<file path="src/design/lfu_pkg.sv">
// Shared constants for the LFU cache replacement unit.
// No dependencies. Imported by lfu_cell and lfu_cache_replacement_unit.
`timescale 1ns / 1ps
`default_nettype none
package lfu_pkg;
    localparam int KEY_W = 32;
    localparam int VAL_W = 32;
    localparam int CAP_W = 5;

    localparam logic CMD_GET = 1'b0;
    localparam logic CMD_PUT = 1'b1;

    localparam logic [2:0]       ADDR_CAPACITY = 3'd0;
    localparam logic [CAP_W-1:0] CAP_RESET     = 5'd16;
endpackage
`default_nettype wire

</file>
<file path="src/design/lfu_cell.sv">
// One entry of the LFU store: holds key, value, use count and recency rank,
// inspects the search token passing by and applies the broadcast update.
// Depends on lfu_pkg.
`timescale 1ns / 1ps
`default_nettype none
module lfu_cell #(
    parameter int IDX = 0,
    parameter int IW  = 4,
    parameter int CW  = 16,
    parameter int TW  = 4 + 2 * 32 + 32 + 16 + 5 * 4,
    parameter int UW  = 4 + 5 * 4 + 32 + 32
) (
    input  wire logic          i_clk,
    input  wire logic          i_rst_n,
    input  wire logic [TW-1:0] i_tok,
    output logic      [TW-1:0] o_tok,
    input  wire logic [UW-1:0] i_upd
);
    import lfu_pkg::*;

    typedef struct packed {
        logic             act;
        logic [KEY_W-1:0] key;
        logic             hit;
        logic [IW-1:0]    hit_idx;
        logic [VAL_W-1:0] hit_val;
        logic [IW-1:0]    hit_rank;
        logic             vic_ok;
        logic [IW-1:0]    vic_idx;
        logic [KEY_W-1:0] vic_key;
        logic [CW-1:0]    vic_cnt;
        logic [IW-1:0]    vic_rank;
        logic             free_ok;
        logic [IW-1:0]    free_idx;
    } t_tok;

    typedef struct packed {
        logic             hit;
        logic             put;
        logic [IW-1:0]    hit_idx;
        logic [IW-1:0]    hit_rank;
        logic             evict;
        logic [IW-1:0]    vic_idx;
        logic [IW-1:0]    vic_rank;
        logic             ins;
        logic [IW-1:0]    ins_idx;
        logic [KEY_W-1:0] key;
        logic [VAL_W-1:0] value;
    } t_upd;

    localparam logic [IW-1:0] ME = IW'(IDX);

    t_tok tin;
    t_tok n_tok;
    t_tok r_tok;
    t_upd upd;

    logic             r_valid;
    logic [IW-1:0]    r_rank;
    logic [KEY_W-1:0] r_key;
    logic [VAL_W-1:0] r_value;
    logic [CW-1:0]    r_cnt;
    logic             is_ins;
    logic             is_vic;

    assign tin   = t_tok'(i_tok);
    assign upd   = t_upd'(i_upd);
    assign o_tok = TW'(r_tok);

    always_comb begin
        n_tok = tin;
        if (tin.act) begin
            if (r_valid && r_key == tin.key && !tin.hit) begin
                n_tok.hit      = 1'b1;
                n_tok.hit_idx  = ME;
                n_tok.hit_val  = r_value;
                n_tok.hit_rank = r_rank;
            end
            if (r_valid && (!tin.vic_ok || r_cnt < tin.vic_cnt ||
                            (r_cnt == tin.vic_cnt && r_rank > tin.vic_rank))) begin
                n_tok.vic_ok   = 1'b1;
                n_tok.vic_idx  = ME;
                n_tok.vic_key  = r_key;
                n_tok.vic_cnt  = r_cnt;
                n_tok.vic_rank = r_rank;
            end
            if (!r_valid && !tin.free_ok) begin
                n_tok.free_ok  = 1'b1;
                n_tok.free_idx = ME;
            end
        end
    end

    always_ff @(posedge i_clk) begin
        if (!i_rst_n) begin
            r_tok <= '0;
        end else begin
            r_tok <= n_tok;
        end
    end

    assign is_ins = upd.ins && upd.ins_idx == ME;
    assign is_vic = upd.evict && upd.vic_idx == ME;

    always_ff @(posedge i_clk) begin
        if (!i_rst_n) begin
            r_valid <= 1'b0;
            r_rank  <= '0;
        end else if (upd.hit) begin
            if (upd.hit_idx == ME) begin
                r_rank <= '0;
            end else if (r_valid && r_rank < upd.hit_rank) begin
                r_rank <= r_rank + 1'b1;
            end
        end else if (is_ins) begin
            r_valid <= 1'b1;
            r_rank  <= '0;
        end else if (is_vic) begin
            r_valid <= 1'b0;
        end else if (r_valid) begin
            r_rank <= r_rank - IW'(upd.evict && r_rank > upd.vic_rank) + IW'(upd.ins);
        end
    end

    always_ff @(posedge i_clk) begin
        if (upd.hit && upd.hit_idx == ME) begin
            if (r_cnt != '1) begin
                r_cnt <= r_cnt + 1'b1;
            end
            if (upd.put) begin
                r_value <= upd.value;
            end
        end else if (!upd.hit && is_ins) begin
            r_key   <= upd.key;
            r_value <= upd.value;
            r_cnt   <= '0;
        end
    end
endmodule
`default_nettype wire

</file>
<file path="config.mk">
export PLATFORM = sky130hd
export DESIGN_NAME = lfu_cell
export DESIGN_NICKNAME = d
export VERILOG_FILES = /design/src/design/lfu_pkg.sv /design/src/design/lfu_cell.sv
export SDC_FILE = /design/constraint.sdc
export NUM_CORES = 1
export LEC_CHECK = 0
export BUFFER_PORTS_ARGS = -buffer_cell sky130_fd_sc_hd__buf_2
export CAP_MARGIN = 20
export CORE_MARGIN = 5
export CORE_UTILIZATION = 25
export CTS_BUF_LIST = sky130_fd_sc_hd__clkbuf_2 sky130_fd_sc_hd__clkbuf_4 sky130_fd_sc_hd__clkbuf_8
export DETAILED_ROUTE_END_ITERATION = 6
export GPL_ROUTABILITY_DRIVEN = 0
export PLACE_DENSITY = 0.47
export SKIP_CTS_REPAIR_TIMING = 1
export SYNTH_ARGS = -nofsm -noshare
export SYNTH_HDL_FRONTEND = slang
export SYNTH_SLANG_ARGS = --single-unit
</file>
<file path="constraint.sdc">
create_clock -name i_clk -period 9.79 [get_ports i_clk]
set_clock_uncertainty 0.15 [all_clocks]
set_input_delay 0.979 -clock i_clk [delete_from_list [all_inputs] [get_ports i_clk]]
set_output_delay 0.979 -clock i_clk [all_outputs]
set_load 0.005 [all_outputs]
</file>
### Word level (Yosys, flattened, before mapping)

Cells that the tools add are included.
W data, S select, Z words.

* reductions and logical operators: 29
* bitwise operators: 2
* magnitude comparators: 4
* mux-type cells: 18
* equality and inequality tests: 7
* $add $sub $neg: 4

Operators with widths (count)
* $mux W103: 1
* $mux W32: 3
* $mux W57: 1
* $mux W16: 3
* $mux W41: 1
* $eq A32 B32 Y1: 1
* $mux W4: 6
* $add A16 B1 Y16 const B: 1
* $eq A16 B16 Y1: 1
* $lt A16 B16 Y1: 1
* $ne A16 B16 Y1 const B: 1
* $logic_not A4 Y1: 3
* $logic_and A1 B1 Y1: 11
* $gt A4 B4 Y1: 2
* $reduce_and A2 Y1: 4
* $logic_not A1 Y1: 5
* $mux W5: 1
* $add A4 B1 Y4: 1
* $add A4 B1 Y4 const B: 1
* $lt A4 B4 Y1: 1
* $reduce_bool A2 Y1: 2
* $sub A4 B1 Y4: 1
* $ne A3 B1 Y1 const B: 1
* $ne A3 B3 Y1 const B: 1
* 7 further kinds: 10

* input port bits: 226
* output and inout port bits: 136
* bits in registers: 221

### Longest topological paths before layout

Gate-level depths: netlist (run 1).

* depth in word-level cells: 8
* gate-level depth with buffers: 14
* depth with buffers taken out: 14

### Worst setup path after synthesis (run 1)

OpenSTA, ideal clock, no wires.

* kind: input to register
* start point: input port i_upd[65]
* end point: register r_value[0] (enable)
* slack: 5729 ps
* data required time: 9263 ps
* path buffers: 0
* stages: 4
* arrival time: 3534 ps
* cell sequence: nor4_1 nand2_1 nor2_1 a31o_2

* word-level cells in the longest chain between the ends: 5

Ends and longest elaborated chain
* start: declaration: RTL line lfu_cell.sv:17 `input wire logic [UW-1:0] i_upd`
* $logic_not A4 Y1: RTL line lfu_cell.sv:102 `assign is_ins = upd.ins && upd.ins_idx == ME;`
* $logic_and A1 B1 Y1: RTL line lfu_cell.sv:102
* $logic_and A1 B1 Y1: RTL line lfu_cell.sv:133 `end else if (!upd.hit && is_ins) begin`
* $reduce_bool A2 Y1 (no source line)
* $reduce_and A2 Y1 (no source line)
* end signal: assignment: RTL line lfu_cell.sv:131 `r_value <= upd.value;`
* end signal: assignment: RTL line lfu_cell.sv:135 `r_value <= upd.value;`
* end: declaration: RTL line lfu_cell.sv:61 `logic [VAL_W-1:0] r_value;`

Every way passes these cells.
A chain may end at the register's enable or synchronous reset.

### Worst setup path after layout (run 1)

* start point: register r_cnt[13]
* end point: register r_tok (netlist bit o_tok[52])

* word-level cells in the longest chain between the ends: 6
* elaborated cells between the ends (all ways): 8

Ends and longest elaborated chain
* start: declaration: RTL line lfu_cell.sv:62 `logic [CW-1:0] r_cnt;`
* start signal: assignment: RTL line lfu_cell.sv:128 `r_cnt <= r_cnt + 1'b1;`
* $lt A16 B16 Y1 / $eq A16 B16 Y1 (equally long branches): RTL line lfu_cell.sv:79, lfu_cell.sv:80
* $logic_or A1 B1 Y1 / $logic_and A1 B1 Y1 (equally long branches): RTL line lfu_cell.sv:79, lfu_cell.sv:80
* $logic_or A1 B1 Y1 (*): RTL line lfu_cell.sv:79 `if (r_valid && (!tin.vic_ok || r_cnt < tin.vic_cnt ||`
* $logic_and A1 B1 Y1 (*): RTL line lfu_cell.sv:79
* $mux W57 (*): RTL line lfu_cell.sv:79
* $mux W103 (*): RTL line lfu_cell.sv:72 `if (tin.act) begin`
* end signal: assignment: RTL line lfu_cell.sv:98 `r_tok <= n_tok;`
* end: declaration: RTL line lfu_cell.sv:55 `t_tok r_tok;`

Every way passes the cells marked *; elsewhere a longest branch is shown, timed or not.

==> summary.json, run 1 <==
{
  "outcome": {
    "run_status": "finished, final reports clean"
  },
  "logic_synthesis": {
    "mappedNetlistArea_um2": 8838,
    "post_synth.cell_area_avg_um2": 11.30,
    "postSynth.topFlopCell": "sky130_fd_sc_hd__dfxtp_1",
    "synth_top_area_share_pct": 31.94,
    "post_synth_mux_area_share_pct": 9.966,
    "synth_largest_area_cell": "sky130_fd_sc_hd__dfxtp_1",
    "syn-instance-count": 782,
    "synth-seq-area-share_pct": 59.12,
    "synth_simple_gate_area_share_pct": 14.31,
    "synth_cell_type_count": 45,
    "post_synth_edffs": 80,
    "synth_area_in_compound_gates_pct": 3.836,
    "async_flop_share_pct": 0,
    "synth.net_count": 1043,
    "yosysWarningCount": 0,
    "yosys_register_bits": 221,
    "synth_top_family_by_area": "simple AND/OR/NAND/NOR gates",
    "synth-xor-area-share_pct": 4.162,
    "ys_top_cells_by_area": "sky130_fd_sc_hd__dfxtp_1 (32%), sky130_fd_sc_hd__edfxtp_1 (27%), sky130_fd_sc_hd__mux2i_1 (10%), sky130_fd_sc_hd__nand2_1 (5.0%), sky130_fd_sc_hd__ha_1 (4.8%)",
    "synthAdderAreaFrac_pct": 5.040
  },
  "placement": {
    "detailedPlacementHpwl_um": 21820,
    "buffer_ports.inserted": 361
  },
  "drt": {
    "routed_wirelength_um": 28650,
    "drt-pass1-iter-count": 4,
    "drt-vias-per-instance": 4.170,
    "initialDrtViolationCount": 167,
    "drc": 0,
    "vias": 6884,
    "wl_per_cell_um": 17.35,
    "ant_nets": 0
  },
  "global_route": {
    "grt_antenna_before_repair": 3,
    "overflow": 0,
    "grt_pass1_vias": 7133,
    "grt_max_degree": 80,
    "grt_first_pass_wirelength_um": 42030,
    "gr-usage-all-layers_pct": 13.99
  },
  "layout": {
    "layout.cells.most_common_list": "sky130_fd_sc_hd__buf_2 (360), sky130_fd_sc_hd__dfxtp_1 (141), sky130_fd_sc_hd__nand2_1 (117), sky130_fd_sc_hd__mux2i_1 (88), sky130_fd_sc_hd__edfxtp_1 (80)",
    "design.final.nets": 1421,
    "layout.core_utilization_pct": 34.75,
    "final_layout_size_suffix_gt1_share_pct": 38.02,
    "most_common_cell_after_layout_fill_and_taps_aside": "sky130_fd_sc_hd__buf_2",
    "area_delta_synth_final_pct": 36.48
  },
  "timing": {
    "totalNegativeSetupSlack_ns": 0,
    "tightestPinTransition_ns": 0.9420,
    "rsz_0062_raised_after_global_routing": "no",
    "final_min_period_over_clock_period_pct": 37.43,
    "post-route-min-period_ns": 3.664,
    "relSlewSlack_pct": 37.20,
    "report.final.setup_viol": 0,
    "timing.final.max_slew_violations": 0,
    "timing.final.hold_violations": 0,
    "maxClockFrequency_mhz": 272.9
  },
  "min_path": {
    "timing.hold.worst.class": "flop to flop",
    "holdPathStages": 2,
    "hold_path_end": "o_tok[83]$_SDFF_PN0_",
    "worst_hold_path_startpoint": "r_value[17]$_DFFE_PP_"
  },
  "setup_path": {
    "setup.worst_path.end_class": "flop",
    "worstSetupStartpoint": "r_cnt[13]$_SDFFCE_PN0P_",
    "worst-endpoint-arrival_ns": 4.01,
    "crit_path_max_fanout": 46,
    "rr_worst_depth": 7,
    "regToRegEndpoint": "o_tok[52]$_SDFF_PN0_",
    "setup.reg_to_reg.worst_slack_ns": 6.13,
    "critical_path_class": "flop to flop",
    "worst_setup_path_start_kind": "flop",
    "worstReg2RegStart": "r_cnt[13]$_SDFFCE_PN0P_",
    "required_ns": 10.13
  },
  "floorplan": {
    "fp.dieW_um": 198.0,
    "die_height_um": 198.0,
    "core_region_area_um2": 34710,
    "die_area_um2": 39210,
    "ios": 362,
    "std_cell_rows": 68,
    "floorplan.initialDensity_pct": 25.46
  },
  "clock_network": {
    "cts-buffers-inserted": 42,
    "tritoncts_num_sinks": 221,
    "h_tree_lvls": 2,
    "cts_max_path_bufs": 3,
    "path_clk_slew_ns": 0.06,
    "cts_tree": "done",
    "worst_skew_pair.late_latency_ns": 0.58,
    "clock_tree.root_cell": "sky130_fd_sc_hd__clkbuf_8"
  },
  "power": {
    "power_switching_share_pct": 23.43,
    "share_seq_of_total_power_pct": 46.0,
    "pwr_density_cell_nw_per_um2": 180.7,
    "p_leak_nw": 5.818,
    "power.share.clock_pct": 45.7,
    "p_int_mw": 1.669,
    "vdd.ir_drop.worst_mv": 0.09473,
    "total_switching_power_uw": 510.9,
    "pwr-share-comb_pct": 8.3
  },
  "run": {
    "max_capacitance_violation_count": 0
  }
}
[area by class of cell]
type / count / area [um2]
Clock inverter: 10 / 107.6
Sequential cell: 221 / 5225
Multi-Input combinational cell: 487 / 3318
Clock buffer: 68 / 829.5
Timing Repair Buffer: 367 / 1854
Tap cell: 455 / 569.3
Inverter: 41 / 153.9
Antenna cell: 2 / 5.005
Fill cell: 3591 / 22650
[kinds of logic (layout without fill, tap and decap cells)]
logic type               count (synthesis)  after routing
AO/OA/AOI/OAI                           49             49
adder cells (fa/ha/maj)                 35             35
buffers and inverters                   74            486
XOR/XNOR                                42             42
multiplexers                            88             88
AND/OR/NAND/NOR                        273            273
flip-flops                             221            221
other                                    0              2
[per-layer routing]
metal  track usage, %  vias to the layer above  routed length [um]
li1                 -                     3432                   -
met1            17.21                     3160               12020
met2            23.42                      236               13860
met3            4.271                       54                2080
met4            4.667                        2                 676
met5                0                        -                  13
[cell usage after synthesis, drive strengths merged, types with 2 or more instances]
| cell type | instances |
|---|---|
| buf | 11 |
| nand2 | 118 |
| a21o | 3 |
| nand3 | 11 |
| mux2i | 88 |
| edfxtp | 80 |
| nor2 | 61 |
| and2 | 35 |
| nor3 | 6 |
| o21a | 2 |
| dfxtp | 141 |
| xor2 | 35 |
| and3 | 8 |
| a21oi | 17 |
| a221oi | 2 |
| nand2b | 3 |
| a211oi | 5 |
| clkbuf | 22 |
| nor3b | 4 |
| or3 | 3 |
| nor2b | 5 |
| o221a | 2 |
| ha | 34 |
| xnor2 | 7 |
| o21ai | 6 |
| o22ai | 4 |
| nor4 | 10 |
| nand4 | 8 |
| inv | 41 |
[power by group through the flow]
| stage | Clock [mW] | Sequential [mW] | Combinational (mW) |
|---|---|---|---|
| final | 0.996 | 1.00 | 0.181 |
| after global routing | 1.08 | 1.01 | 0.205 |
| after CTS | 1.04 | 1.00 | 0.186 |
| after detailed placement | 0 | 1.02 | 0.185 |
| after global placement | 0 | 1.02 | 0.183 |
| after floorplan | 0 | 1.02 | 0.0742 |
[flip-flops by register name, summed over array words and instances (netlist names)]
name and count:
o_tok 136, r_key 32, r_value 32, r_cnt 16, r_rank 4, r_valid 1
[metrics by stage]
stage               hold slack, ns  std cells  instance area, um2  setup WS (ns)  power [mW]
global route                0.3503       1650               12060          5.886       2.290
global placement            0.3091       1571               11120          5.646       1.207
detailed placement          0.3186       1571               11120          5.489       1.208
CTS                         0.3337       1649               12060          6.051       2.227
floorplan                   0.3060        782                8838          5.729       1.098
finish                      0.3327       1651               12060          6.126       2.180
[worst max-delay path: stages, from the launching register on]
cell	delay, ns
sky130_fd_sc_hd__edfxtp_1	0.49
sky130_fd_sc_hd__ha_1	0.35
sky130_fd_sc_hd__nand4_1	0.20
sky130_fd_sc_hd__nor3_1	0.34
sky130_fd_sc_hd__a21oi_1	0.16
sky130_fd_sc_hd__a211oi_4	0.74
sky130_fd_sc_hd__buf_4	0.78
sky130_fd_sc_hd__mux2i_1	0.29
[worst max path at each step]
stage	endpoint	cells past startpoint	slack (ns)
floorplan	r_value[0]$_DFFE_PP_	4	5.73
global placement	o_tok[51]$_SDFF_PN0_	9	5.65
detailed placement	o_tok[52]$_SDFF_PN0_	9	5.49
CTS	o_tok[52]$_SDFF_PN0_	7	6.05
global route	o_tok[42]$_SDFF_PN0_	7	5.89
finish	o_tok[52]$_SDFF_PN0_	7	6.13
Power figures use the tool's default switching activity.
==> run 2: changes to the inputs <==
Clock period 9.79 ns to 3.49 ns, I/O delays scaled along.
==> summary.json, run 2 (same netlist as run 1, synthesis figures left out) <==
{
  "setup_path": {
    "critical_path.cell_chain": {"value": "dlygate4sd3_1 -> buf_2 -> xor2_1 -> nor4_1 -> nand4_1 -> nor4_4 -> buf_12 -> mux2i_1 -> nor2_1", "change": "was ha_1 -> nand4_1 -> nor3_1 -> a21oi_1 -> a211oi_4 -> buf_4 -> mux2i_1"},
    "cpMaxStageDelayCell": {"value": "sky130_fd_sc_hd__dlygate4sd3_1", "change": "was sky130_fd_sc_hd__buf_4"},
    "worst_setup_path_start_kind": {"value": "input pin", "change": "was flop"},
    "setup.worst_path.end_class": {"value": "flop", "change": "unchanged"},
    "crit_path_max_fanout": {"value": 40, "change": "was 46"},
    "rr_worst_depth": {"value": 13, "change": "was 7"},
    "worst_path_largest_cell_delay": {"value": 0.54, "unit": "ns", "change": "was 0.78 ns"},
    "required": {"value": 3.74, "unit": "ns", "change": "was 10.13 ns"},
    "setup.reg_to_reg.worst_slack": {"value": 0.68, "unit": "ns", "change": "was 6.13 ns"},
    "worstReg2RegStart": {"value": "r_rank[2]$_SDFFE_PN0P_", "change": "was r_cnt[13]$_SDFFCE_PN0P_"},
    "regToRegEndpoint": {"value": "r_rank[3]$_SDFFE_PN0P_", "change": "was o_tok[52]$_SDFF_PN0_"},
    "worst-endpoint-arrival": {"value": 3.08, "unit": "ns", "change": "was 4.01 ns"},
    "critical_path_class": {"value": "input pin to flop", "change": "was flop to flop"}
  },
  "timing": {
    "timing.final.hold_violations": {"value": 0, "change": "unchanged"},
    "relSlewSlack": {"value": 36.22, "unit": "%", "change": "was 37.20%"},
    "totalNegativeSetupSlack": {"value": 0, "unit": "ns", "change": "unchanged"},
    "final_min_period_over_clock_period_pct": 80.99,
    "tightestPinTransition": {"value": 0.9567, "unit": "ns", "change": "was 0.9420 ns"},
    "final_worst_hold_slack": {"value": 0.08487, "unit": "ns", "change": "was 0.3327 ns"},
    "report.final.setup_viol": {"value": 0, "change": "unchanged"},
    "timing.final.max_slew_violations": {"value": 0, "change": "unchanged"},
    "rsz_0062_raised_after_global_routing": {"value": "no", "change": "unchanged"},
    "maxClockFrequency_mhz": 353.8,
    "post-route-min-period_ns": 2.827
  },
  "run": {
    "max_capacitance_violation_count": {"value": 0, "change": "unchanged"}
  },
  "clock_network": {
    "h_tree_lvls": {"value": 2, "change": "unchanged"},
    "cts_max_path_bufs": {"value": 3, "change": "unchanged"},
    "cts_tree": {"value": "done", "change": "unchanged"},
    "tritoncts_num_sinks": {"value": 221, "change": "unchanged"},
    "path_clk_slew": {"value": 0.06, "unit": "ns", "change": "about the same"},
    "clock_tree.root_cell": {"value": "sky130_fd_sc_hd__clkbuf_8", "change": "unchanged"},
    "cts-buffers-inserted": {"value": 40, "change": "was 42"},
    "worst_skew_pair.late_latency": {"value": 0.58, "unit": "ns", "change": "about the same"}
  },
  "drt": {
    "drc": {"value": 0, "change": "unchanged"},
    "initialDrtViolationCount": {"value": 199, "change": "was 167"},
    "wl_per_cell": {"value": 16.39, "unit": "um", "change": "was 17.35 um"},
    "drt-vias-per-instance": {"value": 4.129, "change": "was 4.170"},
    "ant_nets": {"value": 0, "change": "unchanged"},
    "routed_wirelength": {"value": 30360, "unit": "um", "change": "was 28650 um"},
    "drt-pass1-iter-count": {"value": 4, "change": "unchanged"},
    "vias": {"value": 7646, "change": "was 6884"}
  },
  "layout": {
    "layout.cells.most_common_list": {"value": "sky130_fd_sc_hd__buf_2 (360), sky130_fd_sc_hd__dlygate4sd3_1 (200), sky130_fd_sc_hd__dfxtp_1 (141), sky130_fd_sc_hd__nand2_1 (117), sky130_fd_sc_hd__mux2i_1 (88)", "change": "was sky130_fd_sc_hd__buf_2 (360), sky130_fd_sc_hd__dfxtp_1 (141), sky130_fd_sc_hd__nand2_1 (117), sky130_fd_sc_hd__mux2i_1 (88), sky130_fd_sc_hd__edfxtp_1 (80)"},
    "final_layout_size_suffix_gt1_share": {"value": 32.74, "unit": "%", "change": "was 38.02%"},
    "largest_register_ffs": {"value": 136, "change": "unchanged"},
    "seq_area": {"value": 5225, "unit": "um2", "change": "unchanged"},
    "fillCellCount": {"value": 3402, "change": "was 3591"},
    "multi_input_area": {"value": 3318, "unit": "um2", "change": "unchanged"},
    "design.final.nets": {"value": 1626, "change": "was 1421"},
    "most_common_cell_after_layout_fill_and_taps_aside": {"value": "sky130_fd_sc_hd__buf_2", "change": "unchanged"},
    "area_delta_synth_final": {"value": 59.00, "unit": "%", "change": "was 36.48%"}
  },
  "placement": {
    "detailedPlacementHpwl": {"value": 21480, "unit": "um", "change": "was 21820 um"},
    "buffer_ports.inserted": {"value": 361, "change": "unchanged"}
  },
  "min_path": {
    "hold_path_end": {"value": "r_valid$_SDFFE_PN0P_", "change": "was o_tok[83]$_SDFF_PN0_"},
    "timing.hold.worst.class": {"value": "input pin to flop", "change": "was flop to flop"},
    "holdPathStages": {"value": 4, "change": "was 2"},
    "worst_hold_path_startpoint": {"value": "i_upd[75]", "change": "was r_value[17]$_DFFE_PP_"}
  },
  "global_route": {
    "grt_pass1_vias": {"value": 7185, "change": "was 7133"},
    "grt_max_degree": {"value": 142, "change": "was 80"},
    "gr-usage-all-layers": {"value": 13.98, "unit": "%", "change": "was 13.99%"},
    "grt_first_pass_wirelength": {"value": 41970, "unit": "um", "change": "was 42030 um"},
    "grt_antenna_before_repair": {"value": 1, "change": "was 3"},
    "overflow": {"value": 0, "change": "unchanged"}
  },
  "floorplan": {
    "die_area": {"value": 39210, "unit": "um2", "change": "unchanged"},
    "ios": {"value": 362, "change": "unchanged"},
    "std_cell_rows": {"value": 68, "change": "unchanged"},
    "floorplan.initialDensity": {"value": 25.46, "unit": "%", "change": "unchanged"},
    "die_height": {"value": 198.0, "unit": "um", "change": "unchanged"},
    "fp.dieW": {"value": 198.0, "unit": "um", "change": "unchanged"},
    "core_region_area": {"value": 34710, "unit": "um2", "change": "unchanged"}
  },
  "power": {
    "pwr_density_cell": {"value": 433.5, "unit": "nW/um2", "change": "was 180.7 nW/um2"},
    "vdd.ir_drop.worst": {"value": 0.3727, "unit": "mV", "change": "was 0.09473 mV"},
    "p_leak": {"value": 6.660, "unit": "nW", "change": "was 5.818 nW"}
  },
  "outcome": {
    "run_status": {"value": "finished, final reports clean", "change": "unchanged"}
  }
}
[run 2: cell count changes in the layout (fill, tap and decap cells not counted), sizes merged]
cell         delta
clkbuf          -1
diode           -1
bufinv          -1
clkinvlp        -1
dlygate4sd3   +200
buf             +7
clkinv          -2
[run 2: stage by stage]
| stage | utilization, % | setup slack, ns | instances | area [um2] | total power [mW] |
|---|---|---|---|---|---|
| floorplan | - | 0.05942 | 782 | 8838 | 3.081 |
| finish | 40.48 | 0.6634 | 1852 | 14050 | 6.093 |
| detailed placement | 32.30 | 0.5210 | 1578 | 11210 | 3.394 |
| global placement | 32.30 | 0.5467 | 1578 | 11210 | 3.388 |
| CTS | 34.71 | 0.5984 | 1651 | 12050 | 6.032 |
| global route | 40.48 | 0.4721 | 1852 | 14050 | 6.403 |
[run 2: worst max-delay path: cells and delay by family]
kind	cells	cell delay, ns
XOR/XNOR	1	0.18
buffers and inverters	3	0.97
multiplexers	1	0.24
AND/OR/NAND/NOR	4	1.27
[run 2: metal layers]
layer	part of all wire, %	global-route usage, %	vias up
met3	6.6	4.560	42
met5	0	0	-
met2	50	23.74	242
li1	-	-	3833
met4	1.9	4.208	0
met1	42	16.93	3529
[run 2: where the power goes]
part	total [mW]	leakage (nW)	switching [mW]	internal [mW]
Combinational	0.710	4.31	0.306	0.403
Clock	2.58	0.450	1.10	1.47
Sequential	2.81	1.90	0.0337	2.77
Total	6.09	6.66	1.44	4.65
[run 2: layout make-up]
cell class,count,share of cell area [%]
antenna,1,0.01781
inverter,41,1.095
timing repair buffer,574,28.08
clock inverter,6,0.4719
sequential,221,37.18
multi-input combinational,487,23.61
clock buffer,67,5.493
tap,455,4.051
[run 2: how the worst max path moves through the flow]
stage / startpoint / end / slack [ns] / depth (start not counted)
after floorplan: i_upd[65] / r_value[0]$_DFFE_PP_ / 0.06 / 4
after global placement: i_tok[118] / o_tok[75]$_SDFF_PN0_ / 0.55 / 8
after detailed placement: i_upd[83] / r_cnt[12]$_SDFFCE_PN0P_ / 0.52 / 5
after CTS: r_key[15]$_DFFE_PP_ / o_tok[75]$_SDFF_PN0_ / 0.60 / 7
after global routing: r_key[15]$_DFFE_PP_ / o_tok[75]$_SDFF_PN0_ / 0.47 / 7
final: i_tok[103] / o_tok[75]$_SDFF_PN0_ / 0.66 / 9
==> run 3: changes to the inputs <==
Settings changed: PLACE_DENSITY 0.47 to 0.49.
Clock period 3.49 ns to 2.4 ns, I/O delays scaled along.
==> summary.json, run 3 (same netlist as run 1, synthesis figures left out) <==
{
  "global_route": {
    "grt_antenna_before_repair": {"value": 0, "change": "was 1"},
    "grt_first_pass_wirelength": {"value": 42210, "unit": "um", "change": "was 41970 um"},
    "overflow": {"value": 0, "change": "unchanged"},
    "gr-usage-all-layers": {"value": 13.87, "unit": "%", "change": "was 13.98%"},
    "grt_max_degree": {"value": 142, "change": "unchanged"},
    "grt_pass1_vias": {"value": 7400, "change": "was 7185"}
  },
  "outcome": {
    "failed_checks": "setup timing",
    "run_status": {"value": "finished with violations", "change": "was finished, final reports clean"}
  },
  "drt": {
    "wl_per_cell": {"value": 16.76, "unit": "um", "change": "was 16.39 um"},
    "vias": {"value": 8073, "change": "was 7646"},
    "routed_wirelength": {"value": 32210, "unit": "um", "change": "was 30360 um"},
    "initialDrtViolationCount": {"value": 150, "change": "was 199"},
    "drt-vias-per-instance": {"value": 4.200, "change": "was 4.129"},
    "drc": {"value": 0, "change": "unchanged"},
    "drt-pass1-iter-count": {"value": 4, "change": "unchanged"},
    "ant_nets": {"value": 0, "change": "unchanged"}
  },
  "setup_path": {
    "setup.worst_path.end_class": {"value": "flop", "change": "unchanged"},
    "worst-endpoint-arrival": {"value": 2.90, "unit": "ns", "change": "was 3.08 ns"},
    "worstSetupStartpoint": {"value": "r_rank[2]$_SDFFE_PN0P_", "change": "was i_tok[103]"},
    "critical_path.cell_chain": {"value": "ha_4 -> a21oi_2 -> o22ai_1 -> o221a_2 -> ha_4 -> inv_2 -> ha_4 -> a21o_1 -> a21oi_2 -> xnor2_1 -> o21a_1 -> nor2_1 -> o221a_2", "change": "was dlygate4sd3_1 -> buf_2 -> xor2_1 -> nor4_1 -> nand4_1 -> nor4_4 -> buf_12 -> mux2i_1 -> nor2_1"},
    "library_cell_appearing_most_often_on_the_critical_path": "sky130_fd_sc_hd__ha_4",
    "worst_setup_path_start_kind": {"value": "flop", "change": "was input pin"},
    "cpMaxStageDelayCell": {"value": "sky130_fd_sc_hd__dfxtp_4", "change": "was sky130_fd_sc_hd__dlygate4sd3_1"},
    "critPathBufInv": {"value": 1, "change": "was 3"},
    "required": {"value": 2.68, "unit": "ns", "change": "was 3.74 ns"},
    "worstReg2RegStart": {"value": "r_rank[2]$_SDFFE_PN0P_", "change": "unchanged"},
    "critical_path_class": {"value": "flop to flop", "change": "was input pin to flop"},
    "worst_path_largest_cell_delay": {"value": 0.35, "unit": "ns", "change": "was 0.54 ns"},
    "crit_path_max_fanout": {"value": 2, "change": "was 40"},
    "largest_delay_share_family_worst_path": {"value": "compound AO/OA/AOI/OAI gates", "change": "was simple AND/OR/NAND/NOR gates"}
  },
  "timing": {
    "timing.final.max_slew_violations": {"value": 0, "change": "unchanged"},
    "final.setup.worst_slack": {"value": -0.2190, "unit": "ns", "change": "was 0.6634 ns"},
    "report.final.setup_viol": {"value": 88, "change": "was 0"},
    "tightestPinTransition": {"value": 0.8933, "unit": "ns", "change": "was 0.9567 ns"},
    "final_worst_hold_slack": {"value": 0.01548, "unit": "ns", "change": "was 0.08487 ns"},
    "maxClockFrequency_mhz": 381.8,
    "timing.final.hold_violations": {"value": 0, "change": "unchanged"},
    "rsz_0062_raised_after_global_routing": {"value": "yes", "change": "was no"},
    "final_min_period_over_clock_period_pct": 109.1,
    "relSlewSlack": {"value": 40.45, "unit": "%", "change": "was 36.22%"},
    "post-route-min-period_ns": 2.619
  },
  "floorplan": {
    "ios": {"value": 362, "change": "unchanged"},
    "die_area": {"value": 39210, "unit": "um2", "change": "unchanged"},
    "std_cell_rows": {"value": 68, "change": "unchanged"},
    "floorplan.initialDensity": {"value": 25.46, "unit": "%", "change": "unchanged"},
    "die_height": {"value": 198.0, "unit": "um", "change": "unchanged"},
    "fp.dieW": {"value": 198.0, "unit": "um", "change": "unchanged"},
    "core_region_area": {"value": 34710, "unit": "um2", "change": "unchanged"}
  },
  "placement": {
    "detailedPlacementHpwl": {"value": 22330, "unit": "um", "change": "was 21480 um"},
    "placement.setup.worst_slack": {"value": -0.2946, "unit": "ns", "change": "was 0.5210 ns"},
    "buffer_ports.inserted": {"value": 361, "change": "unchanged"}
  },
  "power": {
    "p_leak": {"value": 7.134, "unit": "nW", "change": "was 6.660 nW"},
    "pwr_density_cell": {"value": 599.5, "unit": "nW/um2", "change": "was 433.5 nW/um2"},
    "vdd.ir_drop.worst": {"value": 0.3471, "unit": "mV", "change": "was 0.3727 mV"}
  },
  "clock_network": {
    "clock_tree.root_cell": {"value": "sky130_fd_sc_hd__clkbuf_8", "change": "unchanged"},
    "tritoncts_num_sinks": {"value": 221, "change": "unchanged"},
    "cts-buffers-inserted": {"value": 41, "change": "was 40"},
    "cts_max_path_bufs": {"value": 3, "change": "unchanged"},
    "h_tree_lvls": {"value": 2, "change": "unchanged"},
    "path_clk_slew": {"value": 0.06, "unit": "ns", "change": "about the same"},
    "cts_tree": {"value": "done", "change": "unchanged"},
    "worst_skew_pair.late_latency": {"value": 0.54, "unit": "ns", "change": "was 0.58 ns"}
  },
  "min_path": {
    "timing.hold.worst.class": {"value": "input pin to flop", "change": "unchanged"},
    "worst_hold_path_startpoint": {"value": "i_upd[75]", "change": "unchanged"}
  },
  "layout": {
    "layout.core_utilization": {"value": 43.77, "unit": "%", "change": "was 40.48%"},
    "fillCellCount": {"value": 3323, "change": "was 3402"},
    "largest_register_ffs": {"value": 136, "change": "unchanged"},
    "most_common_cell_after_layout_fill_and_taps_aside": {"value": "sky130_fd_sc_hd__buf_2", "change": "unchanged"},
    "layout.cells.most_common_list": {"value": "sky130_fd_sc_hd__buf_2 (360), sky130_fd_sc_hd__dlygate4sd3_1 (200), sky130_fd_sc_hd__dfxtp_1 (137), sky130_fd_sc_hd__nand2_1 (117), sky130_fd_sc_hd__mux2i_1 (86)", "change": "was sky130_fd_sc_hd__buf_2 (360), sky130_fd_sc_hd__dlygate4sd3_1 (200), sky130_fd_sc_hd__dfxtp_1 (141), sky130_fd_sc_hd__nand2_1 (117), sky130_fd_sc_hd__mux2i_1 (88)"},
    "final_layout_size_suffix_gt1_share": {"value": 38.50, "unit": "%", "change": "was 32.74%"},
    "area_delta_synth_final": {"value": 71.90, "unit": "%", "change": "was 59.00%"},
    "design.final.nets": {"value": 1693, "change": "was 1626"}
  },
  "run": {
    "max_capacitance_violation_count": {"value": 0, "change": "unchanged"}
  }
}
-- run 3: cell types whose count changed in the layout (fill, tap and decap cells not counted), moves of 7 or more --
| cell | previous run | this run |
|---|---|---|
| sky130_fd_sc_hd__buf_12 | 3 | 10 |
| sky130_fd_sc_hd__buf_4 | 11 | 53 |
| sky130_fd_sc_hd__buf_6 | 0 | 8 |
| sky130_fd_sc_hd__clkbuf_16 | 0 | 8 |
| sky130_fd_sc_hd__ha_1 | 34 | 23 |
| sky130_fd_sc_hd__ha_4 | 0 | 11 |
-- run 3: stage by stage --
stage	total power, mW	instance area, um2	cells	setup TNS [ns]
4_1_cts	8.971	12680	1702	-11.28
3_3_place_gp	4.979	11780	1626	-6.752
6_report	9.108	15190	1922	-8.588
2_1_floorplan	4.500	8956	782	-0.3038
5_1_grt	9.576	15190	1920	-19.14
3_5_place_dp	4.990	11780	1626	-8.481
-- run 3: cell type report --
cell class	count	area (um2)	area share [%]
inverter	41	153.9	1.013
tap	455	569.3	3.747
timing repair buffer	640	4720	31.06
antenna	2	5.005	0.03294
sequential	221	5238	34.47
clock buffer	67	809.5	5.328
multi-input combinational	487	3605	23.73
clock inverter	9	93.84	0.6176
-- run 3: path summary, 6_finish.rpt --
path / end / slack [ns] / depth (start not counted)
max: r_rank[3]$_SDFFE_PN0P_ / -0.22 / 13
min: r_valid$_SDFFE_PN0P_ / 0.02 / 4
min reg2reg: o_tok[77]$_SDFF_PN0_ / 0.33 / 2
max reg2reg: r_rank[3]$_SDFFE_PN0P_ / -0.22 / 13
-- run 3: routing by layer --
metal / global-route usage (%) / vias to the layer above / share of wire, %
met1: 16.60 / 3811 / 41
li1: - / 3978 / -
met2: 24.10 / 241 / 52
met3: 3.505 / 43 / 5.7
met5: 0 / - / 0
met4: 5.024 / 0 / 2.0
-- run 3: worst reg2reg max path, stage by stage (launching register included) --
cell and delay [ns]:
sky130_fd_sc_hd__dfxtp_4 0.35, sky130_fd_sc_hd__ha_4 0.24, sky130_fd_sc_hd__a21oi_2 0.11, sky130_fd_sc_hd__o22ai_1 0.08, sky130_fd_sc_hd__o221a_2 0.25, sky130_fd_sc_hd__ha_4 0.27, sky130_fd_sc_hd__inv_2 0.04, sky130_fd_sc_hd__ha_4 0.15
sky130_fd_sc_hd__a21o_1 0.15, sky130_fd_sc_hd__a21oi_2 0.12, sky130_fd_sc_hd__xnor2_1 0.14, sky130_fd_sc_hd__o21a_1 0.13, sky130_fd_sc_hd__nor2_1 0.04, sky130_fd_sc_hd__o221a_2 0.27
-- run 3: where the power goes --
group	total, mW	switching, mW	internal [mW]
sequential	4.08	0.0469	4.03
clock	3.90	1.55	2.35
combinational	1.13	0.489	0.640
total	9.11	2.09	7.02
